[src/dhd_pkg.sv]
`default_nettype none
// ----------------------------------------------------------------------------
// dhd_pkg
// shared types, constants and the bit-field decode helper of the dictionary
// halfword decompressor
// ----------------------------------------------------------------------------
package dhd_pkg;

  localparam int IDX_BITS   = 6;
  localparam int DICT_DEPTH = 64;
  localparam int DICT_AW    = $clog2(DICT_DEPTH);
  localparam int LIT_BITS   = 16;
  localparam int BUF_BITS   = 24;
  localparam int CNT_W      = 5;
  localparam int LC_W       = 8;
  localparam int HDR_BYTES  = 4;
  localparam int FIFO_DEPTH = 4;
  localparam int FIFO_AW    = $clog2(FIFO_DEPTH);

  localparam logic [BUF_BITS-1:0] IDX_MASK = BUF_BITS'((1 << IDX_BITS) - 1);

  typedef enum logic [1:0] {
    PH_SIZE   = 2'd0,
    PH_DICT   = 2'd1,
    PH_STREAM = 2'd2
  } phase_t;

  // one decoded symbol waiting for its dictionary read
  typedef struct packed {
    logic        valid;
    logic        lit;
    logic [15:0] value;
    logic        last;
  } sym_t;

  typedef struct packed {
    logic               en;
    logic [DICT_AW-1:0] addr;
    logic [15:0]        data;
  } dict_wr_t;

  typedef struct packed {
    logic [DICT_AW-1:0] addr0;
    logic [DICT_AW-1:0] addr1;
  } dict_rd_t;

  typedef struct packed {
    logic [15:0] halfword;
    logic        last;
  } out_t;

  typedef struct packed {
    logic                ok;
    logic                lit;
    logic [15:0]         value;
    logic [BUF_BITS-1:0] bits;
    logic [CNT_W-1:0]    cnt;
  } dec_t;

  // pull one flag+payload symbol off the top of the bit buffer
  function automatic dec_t decode_one(input logic [BUF_BITS-1:0] bits,
                                      input logic [CNT_W-1:0] cnt);
    dec_t                d;
    logic [CNT_W-1:0]    need;
    logic [CNT_W-1:0]    sh;
    logic [BUF_BITS-1:0] shifted;
    logic [BUF_BITS-1:0] keep;
    d       = '0;
    d.bits  = bits;
    d.cnt   = cnt;
    need    = '0;
    sh      = '0;
    shifted = '0;
    keep    = '0;
    if (cnt != '0) begin
      d.lit = bits[cnt - CNT_W'(1)];
      need  = d.lit ? CNT_W'(1 + LIT_BITS) : CNT_W'(1 + IDX_BITS);
      if (cnt >= need) begin
        sh      = cnt - need;
        shifted = bits >> sh;
        d.value = d.lit ? shifted[15:0] : 16'(shifted & IDX_MASK);
        keep    = (BUF_BITS'(1) << sh) - BUF_BITS'(1);
        d.bits  = bits & keep;
        d.cnt   = sh;
        d.ok    = 1'b1;
      end
    end
    return d;
  endfunction

endpackage
`default_nettype wire

[src/dhd_dict_ram.sv]
`default_nettype none
// ----------------------------------------------------------------------------
// dhd_dict_ram
// 64 x 16 dictionary, one write port and two registered read ports
// ----------------------------------------------------------------------------
module dhd_dict_ram
  import dhd_pkg::*;
(
  input  wire logic     clk,
  input  wire dict_wr_t wr,
  input  wire dict_rd_t rd,
  output logic [15:0]   rdata0,
  output logic [15:0]   rdata1
);

  logic [15:0] mem [DICT_DEPTH];

  always_ff @(posedge clk) begin
    if (wr.en) begin
      mem[wr.addr] <= wr.data;
    end
    rdata0 <= mem[rd.addr0];
    rdata1 <= mem[rd.addr1];
  end

endmodule
`default_nettype wire

[src/dhd_parser.sv]
`default_nettype none
// ----------------------------------------------------------------------------
// dhd_parser
// header and dictionary loading, bit buffer, up to two symbols per byte
// ----------------------------------------------------------------------------
module dhd_parser
  import dhd_pkg::*;
(
  input  wire logic       clk,
  input  wire logic       rst_n,
  input  wire logic       take,
  input  wire logic [7:0] byte_in,
  output dict_wr_t        dict_wr,
  output dict_rd_t        dict_rd,
  output sym_t            sym0_r,
  output sym_t            sym1_r
);

  phase_t              phase_r, phase_nxt;
  logic [LC_W-1:0]     lc_r, lc_nxt;
  logic [31:0]         asm_r, asm_nxt;
  logic [31:0]         rem_r, rem_nxt;
  logic [BUF_BITS-1:0] bits_r, bits_nxt;
  logic [CNT_W-1:0]    cnt_r, cnt_nxt;
  sym_t                sym0_nxt, sym1_nxt;

  logic [BUF_BITS-1:0] app_bits;
  logic [CNT_W-1:0]    app_cnt;
  dec_t                d0, d1;
  logic [31:0]         rem1, rem2;

  // new byte joins the buffer only if it fits
  always_comb begin
    app_bits = bits_r;
    app_cnt  = cnt_r;
    if (cnt_r <= CNT_W'(BUF_BITS - 8)) begin
      app_bits = {bits_r[BUF_BITS-9:0], byte_in};
      app_cnt  = cnt_r + CNT_W'(8);
    end
  end

  assign d0   = decode_one(app_bits, app_cnt);
  assign d1   = decode_one(d0.bits, d0.cnt);
  assign rem1 = rem_r - 32'd1;
  assign rem2 = rem_r - 32'd2;

  assign dict_rd.addr0 = d0.value[DICT_AW-1:0];
  assign dict_rd.addr1 = d1.value[DICT_AW-1:0];

  always_comb begin
    phase_nxt = phase_r;
    lc_nxt    = lc_r;
    asm_nxt   = asm_r;
    rem_nxt   = rem_r;
    bits_nxt  = bits_r;
    cnt_nxt   = cnt_r;
    sym0_nxt  = '0;
    sym1_nxt  = '0;
    dict_wr   = '0;
    if (take) begin
      case (phase_r)
        PH_DICT: begin
          if (!lc_r[0]) begin
            asm_nxt = {24'd0, byte_in};
          end else begin
            dict_wr.en   = 1'b1;
            dict_wr.addr = lc_r[DICT_AW:1];
            dict_wr.data = {asm_r[7:0], byte_in};
          end
          lc_nxt = lc_r + LC_W'(1);
          if (lc_nxt >= LC_W'(2 * DICT_DEPTH)) begin
            lc_nxt    = '0;
            bits_nxt  = '0;
            cnt_nxt   = '0;
            phase_nxt = (rem_r != 32'd0) ? PH_STREAM : PH_SIZE;
          end
        end
        PH_STREAM: begin
          bits_nxt = app_bits;
          cnt_nxt  = app_cnt;
          if (d0.ok) begin
            sym0_nxt = '{valid: 1'b1, lit: d0.lit, value: d0.value,
                         last: (rem1 == 32'd0)};
            rem_nxt  = rem1;
            bits_nxt = d0.bits;
            cnt_nxt  = d0.cnt;
            if (rem1 == 32'd0) begin
              bits_nxt  = '0;
              cnt_nxt   = '0;
              phase_nxt = PH_SIZE;
              lc_nxt    = '0;
              asm_nxt   = '0;
            end else if (d1.ok) begin
              sym1_nxt = '{valid: 1'b1, lit: d1.lit, value: d1.value,
                           last: (rem2 == 32'd0)};
              rem_nxt  = rem2;
              bits_nxt = d1.bits;
              cnt_nxt  = d1.cnt;
              if (rem2 == 32'd0) begin
                bits_nxt  = '0;
                cnt_nxt   = '0;
                phase_nxt = PH_SIZE;
                lc_nxt    = '0;
                asm_nxt   = '0;
              end
            end
          end
        end
        default: begin
          // size header, also taken for the unused phase code
          phase_nxt = PH_SIZE;
          asm_nxt   = {asm_r[23:0], byte_in};
          lc_nxt    = lc_r + LC_W'(1);
          if (lc_nxt >= LC_W'(HDR_BYTES)) begin
            rem_nxt   = {1'b0, asm_nxt[31:1]} + {31'd0, asm_nxt[0]};
            lc_nxt    = '0;
            phase_nxt = PH_DICT;
          end
        end
      endcase
    end
  end

  always_ff @(posedge clk) begin
    if (!rst_n) begin
      phase_r <= PH_SIZE;
      lc_r    <= '0;
      asm_r   <= '0;
      rem_r   <= '0;
      bits_r  <= '0;
      cnt_r   <= '0;
      sym0_r  <= '0;
      sym1_r  <= '0;
    end else begin
      phase_r <= phase_nxt;
      lc_r    <= lc_nxt;
      asm_r   <= asm_nxt;
      rem_r   <= rem_nxt;
      bits_r  <= bits_nxt;
      cnt_r   <= cnt_nxt;
      sym0_r  <= sym0_nxt;
      sym1_r  <= sym1_nxt;
    end
  end

`ifndef SYNTHESIS
  a_slot_order: assert property (@(posedge clk) disable iff (!rst_n)
    sym1_r.valid |-> sym0_r.valid)
    else $error("second symbol without first");

  a_nothing_after_last: assert property (@(posedge clk) disable iff (!rst_n)
    (sym0_r.valid && sym0_r.last) |-> !sym1_r.valid)
    else $error("symbol decoded after final halfword");

  a_last_ends_stream: assert property (@(posedge clk) disable iff (!rst_n)
    ((sym0_r.valid && sym0_r.last) || (sym1_r.valid && sym1_r.last))
      |-> (phase_r == PH_SIZE && cnt_r == '0 && lc_r == '0))
    else $error("stream not closed after final halfword");
`endif

endmodule
`default_nettype wire

[src/dhd_out_fifo.sv]
`default_nettype none
// ----------------------------------------------------------------------------
// dhd_out_fifo
// small result queue, up to two pushes and one pop per cycle
// ----------------------------------------------------------------------------
module dhd_out_fifo
  import dhd_pkg::*;
(
  input  wire logic           clk,
  input  wire logic           rst_n,
  input  wire logic           push0,
  input  wire out_t           ent0,
  input  wire logic           push1,
  input  wire out_t           ent1,
  input  wire logic           pop,
  output out_t                head,
  output logic                nonempty,
  output logic [FIFO_AW:0]    count
);

  out_t               q_r [FIFO_DEPTH];
  logic [FIFO_AW-1:0] wp_r, wp_nxt;
  logic [FIFO_AW-1:0] rp_r, rp_nxt;
  logic [FIFO_AW:0]   cnt_r, cnt_nxt;
  logic [FIFO_AW:0]   npush;
  logic               do_pop;

  assign npush    = (FIFO_AW+1)'(push0) + (FIFO_AW+1)'(push1);
  assign nonempty = (cnt_r != '0);
  assign do_pop   = pop && nonempty;
  assign head     = q_r[rp_r];
  assign count    = cnt_r;

  always_comb begin
    wp_nxt  = wp_r + FIFO_AW'(npush);
    rp_nxt  = rp_r + FIFO_AW'(do_pop);
    cnt_nxt = cnt_r + npush - (FIFO_AW+1)'(do_pop);
  end

  always_ff @(posedge clk) begin
    if (push0) begin
      q_r[wp_r] <= ent0;
    end
    if (push1) begin
      q_r[wp_r + FIFO_AW'(1)] <= ent1;
    end
  end

  always_ff @(posedge clk) begin
    if (!rst_n) begin
      wp_r  <= '0;
      rp_r  <= '0;
      cnt_r <= '0;
    end else begin
      wp_r  <= wp_nxt;
      rp_r  <= rp_nxt;
      cnt_r <= cnt_nxt;
    end
  end

`ifndef SYNTHESIS
  a_count_bound: assert property (@(posedge clk) disable iff (!rst_n)
    cnt_r <= (FIFO_AW+1)'(FIFO_DEPTH))
    else $error("result queue count out of range");

  a_no_overflow: assert property (@(posedge clk) disable iff (!rst_n)
    ({1'b0, cnt_r} + {1'b0, npush}) <= ((FIFO_AW+2)'(FIFO_DEPTH) + (FIFO_AW+2)'(do_pop)))
    else $error("result queue overflow");

  a_push_order: assert property (@(posedge clk) disable iff (!rst_n)
    push1 |-> push0)
    else $error("second push without first");
`endif

endmodule
`default_nettype wire

[src/dictionary_halfword_decompressor_core.sv]
`default_nettype none
// ----------------------------------------------------------------------------
// dictionary_halfword_decompressor_core
// byte stream in: size header, 64-word dictionary, then flag-coded symbols;
// decoded halfwords out, final one marked with tlast
// ----------------------------------------------------------------------------
//  channel   ports                     word
//  input     in_tvalid/in_tready       in_tdata[7:0]   = in_byte
//  result    out_tvalid/out_tready     out_tdata[15:0] = halfword, out_tlast = last
//
//  one byte per cycle while the result queue has room for two more words
//  a byte is decoded in its accept cycle; the registered dictionary read
//  pushes its halfwords into the queue in the next cycle
//  bytes yielding two halfwords can hold input back until the queue drains
//  rst_n is synchronous; the dictionary is not cleared by reset
// ----------------------------------------------------------------------------
module dictionary_halfword_decompressor_core
  import dhd_pkg::*;
(
  input  wire logic        clk,
  input  wire logic        rst_n,
  input  wire logic        in_tvalid,
  output logic             in_tready,
  input  wire logic [7:0]  in_tdata,   // [7:0] in_byte
  output logic             out_tvalid,
  input  wire logic        out_tready,
  output logic [15:0]      out_tdata,  // [15:0] halfword
  output logic             out_tlast
);

  logic             take;
  dict_wr_t         dict_wr;
  dict_rd_t         dict_rd;
  sym_t             sym0_r, sym1_r;
  logic [15:0]      rdata0, rdata1;
  out_t             ent0, ent1, head;
  logic             nonempty;
  logic [FIFO_AW:0] fcount;
  logic [FIFO_AW:0] pending;

  // queue words plus words still at the dictionary read must leave two free
  assign pending   = fcount + (FIFO_AW+1)'(sym0_r.valid) + (FIFO_AW+1)'(sym1_r.valid);
  assign in_tready = (pending <= (FIFO_AW+1)'(FIFO_DEPTH - 2));
  assign take      = in_tvalid && in_tready;

  dhd_parser u_parser (
    .clk     (clk),
    .rst_n   (rst_n),
    .take    (take),
    .byte_in (in_tdata),
    .dict_wr (dict_wr),
    .dict_rd (dict_rd),
    .sym0_r  (sym0_r),
    .sym1_r  (sym1_r)
  );

  dhd_dict_ram u_dict (
    .clk    (clk),
    .wr     (dict_wr),
    .rd     (dict_rd),
    .rdata0 (rdata0),
    .rdata1 (rdata1)
  );

  assign ent0.halfword = sym0_r.lit ? sym0_r.value : rdata0;
  assign ent0.last     = sym0_r.last;
  assign ent1.halfword = sym1_r.lit ? sym1_r.value : rdata1;
  assign ent1.last     = sym1_r.last;

  dhd_out_fifo u_fifo (
    .clk      (clk),
    .rst_n    (rst_n),
    .push0    (sym0_r.valid),
    .ent0     (ent0),
    .push1    (sym1_r.valid),
    .ent1     (ent1),
    .pop      (out_tready),
    .head     (head),
    .nonempty (nonempty),
    .count    (fcount)
  );

  assign out_tvalid = nonempty;
  assign out_tdata  = head.halfword;
  assign out_tlast  = head.last;

endmodule
`default_nettype wire
[config.mk]
export PLATFORM = sky130hd
export DESIGN_NAME = dictionary_halfword_decompressor_core
export DESIGN_NICKNAME = d
export VERILOG_FILES = /design/src/dhd_pkg.sv /design/src/dhd_dict_ram.sv /design/src/dhd_parser.sv /design/src/dhd_out_fifo.sv /design/src/dictionary_halfword_decompressor_core.sv
export SDC_FILE = /design/constraint.sdc
export NUM_CORES = 2
export LEC_CHECK = 0
export ABC_CLOCK_PERIOD_IN_PS = 16000
export BUFFER_PORTS_ARGS = -buffer_cell sky130_fd_sc_hd__clkbuf_2
export CAP_MARGIN = 0
export CORE_ASPECT_RATIO = 0.6
export CORE_MARGIN = 8
export CORE_UTILIZATION = 38
export DETAILED_ROUTE_END_ITERATION = 16
export PLACE_DENSITY_LB_ADDON = 0.2
export REMOVE_ABC_BUFFERS = 1
export SLEW_MARGIN = 30
export SYNTH_ARGS = -nofsm -noshare
export SYNTH_HDL_FRONTEND = slang
export SYNTH_SLANG_ARGS = --single-unit
[constraint.sdc]
create_clock -name clk -period 16 [get_ports clk]
set_input_delay 0.8 -clock clk [delete_from_list [all_inputs] [get_ports clk]]
set_output_delay 0.8 -clock clk [all_outputs]
set_load 0.01 [all_outputs]
After elaboration in Yosys (flattened, before gate mapping) --
Memories as Yosys holds them, arrays and structs flattened. A register that Yosys moved wholly into a read port is not among the register bits. Index checks and enable logic that the tools add are counted.
Word-level totals: memory bits (writable) 1092, output and inout bits 19, memories 2, word-level logic and storage cells 161, register bits 140
Memory list:
- u_dict.mem | depth 64, bits a word 16, rd ports 2, clocked after Yosys merged registers in 2, wr ports 1, RTL line dhd_dict_ram.sv:16 | logic [15:0] mem [DICT_DEPTH];
- u_fifo.q_r | depth 4, bits a word 17, rd ports 1, clocked after Yosys merged registers in 1, wr ports 2, RTL line dhd_out_fifo.sv:21 | out_t q_r [FIFO_DEPTH];
Operators by class: reductions and logical operators 23, shift operators 4, bitwise operators 11, multiplexer cells 68, eq/ne operators 7, order comparisons 8, $add $sub $neg 19
Operators with widths (number):
- $mux W24 | 11
- $mux W32 | 4
- $pmux W24 S2 | 2
- $mux W47 | 2
- $mux W45 | 2
- $mux W23 | 3
- $logic_not A32 Y1 | 2
- $mux W16 | 4
- $pmux W32 S2 | 1
- $and A24 B24 Y24 | 2
- $mux W8 | 6
- $shl A1 B5 Y24 const A | 2
- $shr A24 B5 Y16 | 2
- $sub A24 B2 Y24 const B | 2
- $mux W5 | 8
- $mux W19 | 2
- $add A31 B1 Y32 | 1
- $reduce_bool A32 Y1 | 1
- $sub A32 B1 Y32 const B | 1
- $sub A32 B2 Y32 const B | 1
- $pmux W8 S2 | 1
- $reduce_and A5 Y1 | 3
- $mux W2 | 7
- $lt A5 B6 Y1 const B | 2
- 37 further kinds | 68

Logic depth before layout (Yosys ltp) --
word-level depth 27, depth in mapped cells 55, gate-level depth less buffers 43

Hierarchy --
From an unflattened synthesis, not the netlist that was laid out.
Second synthesis, totals: cell total of the unflattened synthesis 4714, area total of the unflattened synthesis 66547.6 um2
By module, submodules not included:
- dhd_dict_ram | sequential area each 31390.1 um2, cells an instance 2582, area each 48796.8 um2, instances 1
- dhd_parser | sequential area each 2662.6 um2, cells an instance 1883, area each 13479.2 um2, instances 1
- dhd_out_fifo | sequential area each 2182.1 um2, cells an instance 207, area each 3716.1 um2, instances 1
- dictionary_halfword_decompressor_core | sequential area each 0.0 um2, cells an instance 42, area each 555.5 um2, instances 1

Least setup slack after synthesis --
No wires, ideal clock.
path kind register -> register, start point register u_parser.cnt_r[0], end point register u_dict.rdata1[10], read port of u_dict.mem, data required time 15.913 ns, library setup time 0.087 ns, path slack 3.781 ns, period minus slack after synthesis 12.219 ns, stages on the path, launching flop included 51, data arrival time 12.132 ns, path buffers 14, cell sequence dfxtp_1 buf_2 clkinv_1 buf_1 buf_2 clkbuf_1 ha_1 or3b_1 and2_1 buf_2 buf_2 mux2i_1 mux2i_1 mux4_2 nand3_1 o21ai_0 ha_1 ha_1 (+15 left out) a21oi_1 inv_1 ha_1 clkbuf_1 nand2_1 o31ai_2 xor2_1 nand2_1 a211oi_1 a311oi_1 o31a_1 and3b_1 buf_4 clkbuf_1 a32o_1 a221o_1 or4_1 o31ai_1
On the way: word-level cells in the longest chain between the ends 20
Ends and longest elaborated chain:
- start: declaration | RTL line dhd_parser.sv:24 | logic [CNT_W-1:0] cnt_r, cnt_nxt;
- start signal: assignment | RTL line dhd_parser.sv:140 | cnt_r <= cnt_nxt;
- $add A5 B4 Y5 / $le A5 B5 Y1 (equally long branches) | RTL line dhd_parser.sv:38, dhd_parser.sv:36
- $mux W5 | RTL line dhd_parser.sv:36 | if (cnt_r <= CNT_W'(BUF_BITS - 8)) begin
- $sub A5 B1 Y5 | RTL line dhd_pkg.sv:76 | d.lit = bits[cnt - CNT_W'(1)];
- $bmux W1 S5 | RTL line dhd_pkg.sv:76
- $mux W1 (not written as such) | RTL line dhd_pkg.sv:76
- $mux W5 | RTL line dhd_pkg.sv:77 | need = d.lit ? CNT_W'(1 + LIT_BITS) : CNT_W'(1 + IDX_BITS);
- $sub A5 B5 Y5 | RTL line dhd_pkg.sv:79 | sh = cnt - need;
- $shl A1 B5 Y24 | RTL line dhd_pkg.sv:82 | keep = (BUF_BITS'(1) << sh) - BUF_BITS'(1);
- (+4 left out)
- $bmux W1 S5 | RTL line dhd_pkg.sv:76
- $mux W1 (not written as such) | RTL line dhd_pkg.sv:76
- $mux W5 | RTL line dhd_pkg.sv:77
- $sub A5 B5 Y5 | RTL line dhd_pkg.sv:79
- $shr A24 B5 Y16 | RTL line dhd_pkg.sv:80 | shifted = bits >> sh;
- $mux W16 | RTL line dhd_pkg.sv:81 | d.value = d.lit ? shifted[15:0] : 16'(shifted & IDX_MASK);
- $mux W45 | RTL line dhd_pkg.sv:78 | if (cnt >= need) begin
- $mux W47 (*) | RTL line dhd_pkg.sv:75 | if (cnt != '0) begin
- end: declaration | RTL line dhd_dict_ram.sv:13 | output logic [15:0] rdata1
Every way passes the cells marked *; elsewhere a longest branch is shown, timed or not. The select of a mux whose other input is x is not followed. A chain may end at the register's enable or synchronous reset.

Worst setup path in the final report --
start point register u_parser.cnt_r[1], end point register u_dict.rdata1[8], read port of u_dict.mem
Same word-level chain as after synthesis.

==> results.md <==
* Status: finished clean
* CTS Hold Buffers Added at 0
* Tot GR Track Use at 28.34%
* WP data required at 16.71 ns
* Clk Latency, worst-skew pair at 0.81 ns
* LEAKAGE at 26.00 nW
* CTS sink count at 1264
* Adder-Cell Fraction of Synth Area at 0.8354%
* Syn avg cell area at 9.973 µm²
* Min-delay worst type: primary input to flop
* Worst Path Buf+Inv at 8
* Ys flop type: edfxtp_1
* Area Overhead vs Synth at 11.67%
* Via total after detailed routing at 59160
* Largest net degree at the start of global routing at 136
* Synth Register Bits at 1264
* Combinational share of power at 29.1%
* RSZ-0062 raised after global routing: no
* YS warnings at 0
* Antenna violations before repair at 40
* CP Max Fanout at 65
* Max cap viols at 0
* Post-route ant nets at 0
* Tmin final at 14.61 ns
* Mapped Cells at 6818
* Gpl congestion at 0.9901
* XOR/XNOR share of the synthesized area at 1.104%
* Max incr delay on CP at 0.77 ns
* Pint at 6.044 mW
* Slew margin rel. at 23.98%
* Die Y at 343.7 µm
* Core area at 0.1781 mm²
* First-pass GRT wire length at 400.1 mm
* DR iter-0 viols at 10430
* VDD IR max at 102.5 µV
* Largest family of logic cells by synthesized area: simple AND/OR/NAND/NOR gates
* Final Net Count at 6733
* Seq pwr share at 38.9%
* Slew Limit Fails at 0
* Seq/Total Area, Yosys at 53.29%
* Crit path depth at 42
* # DRC at 0
* Switching share of total power at 34.91%
* Post-CTS Setup Inserts at 0
* Mux cell area share after synthesis at 6.856%
* PwrDens at 122.3 mW/mm²
* Worst reg2reg path depth at 42
* Crit Reg-Reg Endpoint: u_dict.rdata1[8]
* Root buf cell: clkbuf_16
* TNS Setup at 0 ns
* Initial Util at 38.18%
* Inserted Clock Buffers at 118
* Most common cell after layout, fill and taps aside: nand2_1
* Post-Syn Area at 0.06800 mm²
* Num rows at 120
* Share of cells above drive strength 1 at 11.22%
* CTS tree: built
* Synth Area in Compound Gates at 15.39%
* Clk_skew at 0.06425 ns
* # setup viols final at 0
* Global route total overflow at 0
* Yosys cell types at 106
* Most frequent cells in the layout: nand2_1, edfxtp_1, a21oi_1, nand3_1, mux2i_1
* CTS HTree Levels at 3
* Measured slew at the worst slew-check pin at 1.138 ns
* Psw at 3.241 mW
* Crit. End Element: flop
* CP Class: flop to flop
* Total Power at 9.285 mW
* EDFF count, synth at 1092
* WL final at 287.3 mm
* Max Fclk at 68.44 MHz
* Simple-gate share of the synthesized area at 18.73%
* Final period util at 91.32%
* # port buffers at 30
* I/O pin total at 31
* Drt first pass iters at 7
* Hold Crit Depth at 3
* Design area at 0.07593 mm²
* Setup crit start kind: flop
* CTS Buffer Depth at 3
* HPWL after DPL at 188.0 mm
* Top delay family on crit path: compound AO/OA/AOI/OAI gates
* Hold Crit Start: in_tdata[1]
* Routed WL per cell at 31.28 µm
* Worst hold endpoint: u_parser.asm_r[1]
* # resized after CTS at 0
* CP max stage cell: xor2_2
* Worst r2r src: u_parser.cnt_r[1]
* Vias per cell at 6.443
* Die Wd at 562.1 µm
* Share of total power in the clock network at 32.0%
* Vias in the first global route at 52620
* FFs w/ async S/R, synth at 0%
* DP Area at 0.07173 mm²
* Fill cells at 16790
* Setup slack, reg-to-reg at 1.39 ns
* Final Hold Vio Count at 0
* CTS clock-pin slew for the worst setup and hold paths at 0.10 ns
* Die area at 0.1932 mm²
* Crit path DAT at 15.32 ns
==> state kept, by name (all words and copies together) (netlist names), 3 cells and up <==
| signal | count |
|---|---|
| u_parser.cnt_r | 5 |
| u_dict.mem | 1024 |
| u_dict.rdata1 | 16 |
| u_dict.rdata0 | 16 |
| u_parser.asm_r | 24 |
| u_fifo.count | 3 |
| u_parser.sym0_r | 19 |
| u_parser.lc_r | 8 |
| u_parser.rem_r | 32 |
| u_parser.sym1_r | 19 |
| u_parser.bits_r | 24 |
| u_fifo.q_r | 68 |
==> cell type report <==
| cell class | count | area, µm² | area share (%) |
|---|---|---|---|
| sequential | 1264 | 36240 | 47.72 |
| multi-input combinational | 4921 | 29840 | 39.30 |
| clock buffer | 158 | 3282 | 4.322 |
| tap | 2379 | 2977 | 3.920 |
| timing repair buffer | 316 | 2638 | 3.474 |
| clock inverter | 65 | 684.4 | 0.9013 |
| inverter | 57 | 214.0 | 0.2818 |
| antenna | 22 | 55.05 | 0.07250 |
==> power by group through the flow <==
stage / logic, mW / registers [mW] / clock network [mW]
after detailed placement: 2.57 / 3.68 / 0
after global placement: 2.51 / 3.69 / 0
after CTS: 2.58 / 3.61 / 2.98
after floorplan: 2.40 / 3.67 / 0
final: 2.70 / 3.61 / 2.97
after global routing: 2.83 / 3.61 / 3.12
==> worst min-delay path, cell delays in order <==
cell	delay [ns]
clkbuf_2	0.16
nand3_1	0.09
a21oi_1	0.06
==> logic make-up (layout without fill, tap and decap cells) <==
family          after synthesis  after routing
fa+ha+maj                    43             43
simple gates               2902           2902
flops                      1264           1264
buf+inv                     633            596
xor+xnor                     84             84
compound gates             1480           1480
other cells                   0             22
mux                         412            412
==> routing by layer <==
metal  share of wire, %  track usage, %  up-vias
met2                 36           34.59     4177
li1                   -               -    25210
met3                 17           13.58      414
met4                2.0           5.549       30
met1                 45           43.87    29330
met5              0.077               0        -
==> Yosys cell counts (all sizes together) (8+ instances only) <==
master | n | share of area, %
or2 | 14 | 0.13
ha | 39 | 0.72
nand4 | 22 | 0.20
nand4b | 8 | 0.10
o21ai | 118 | 0.87
mux2 | 30 | 0.50
a21oi | 426 | 3.1
a311oi | 214 | 2.8
xnor2 | 58 | 0.75
a211o | 10 | 0.13
nor4 | 26 | 0.26
a22o | 19 | 0.24
nand3 | 386 | 2.8
nor2 | 338 | 1.9
a211oi | 128 | 1.4
nor3 | 97 | 0.72
and2 | 48 | 0.44
or4 | 26 | 0.29
a31oi | 115 | 1.1
mux2i | 343 | 5.1
a221oi | 37 | 0.49
or3 | 38 | 0.35
o311ai | 11 | 0.14
a221o | 22 | 0.32
buf | 182 | 1.3
o31ai | 25 | 0.28
o22ai | 42 | 0.39
o211ai | 18 | 0.20
and3 | 174 | 1.6
a32o | 110 | 1.6
edfxtp | 1092 | 48
mux4 | 39 | 1.3
o221ai | 37 | 0.48
o32ai | 10 | 0.13
dfxtp | 172 | 5.1
nand2b | 18 | 0.17
inv | 56 | 0.31
nand2 | 1659 | 9.2
xor2 | 26 | 0.36
nor2b | 11 | 0.10
clkbuf | 394 | 2.2
nand3b | 8 | 0.088
a22oi | 47 | 0.52
o21a | 24 | 0.26
==> worst max path at each step <==
stage / startpoint / endpoint / slack (ns)
3_5_place_dp: u_parser.cnt_r[1] / u_dict.rdata1[8] / 1.67
3_3_place_gp: u_parser.cnt_r[1] / u_dict.rdata1[6] / 1.56
6_report: u_parser.cnt_r[1] / u_dict.rdata1[8] / 1.39
2_1_floorplan: u_parser.cnt_r[0] / u_dict.rdata0[0] / -15.55
4_1_cts: u_parser.cnt_r[1] / u_dict.rdata1[8] / 1.62
5_1_grt: u_parser.cnt_r[1] / u_dict.rdata1[8] / 0.97
==> stage by stage <==
stage | utilization, % | instances | hold WS (ns) | setup WS (ns)
after global placement | 40.11 | 8910 | 0.4575 | 1.559
final | 42.64 | 9182 | 0.3682 | 1.388
after global routing | 42.61 | 9160 | 0.3706 | 0.9728
after CTS | 42.51 | 9153 | 0.3324 | 1.624
after floorplan | - | 6242 | 0.4315 | -15.55
after detailed placement | 40.28 | 8930 | 0.4591 | 1.666
No activity file was read; power rests on OpenSTA's default activity.
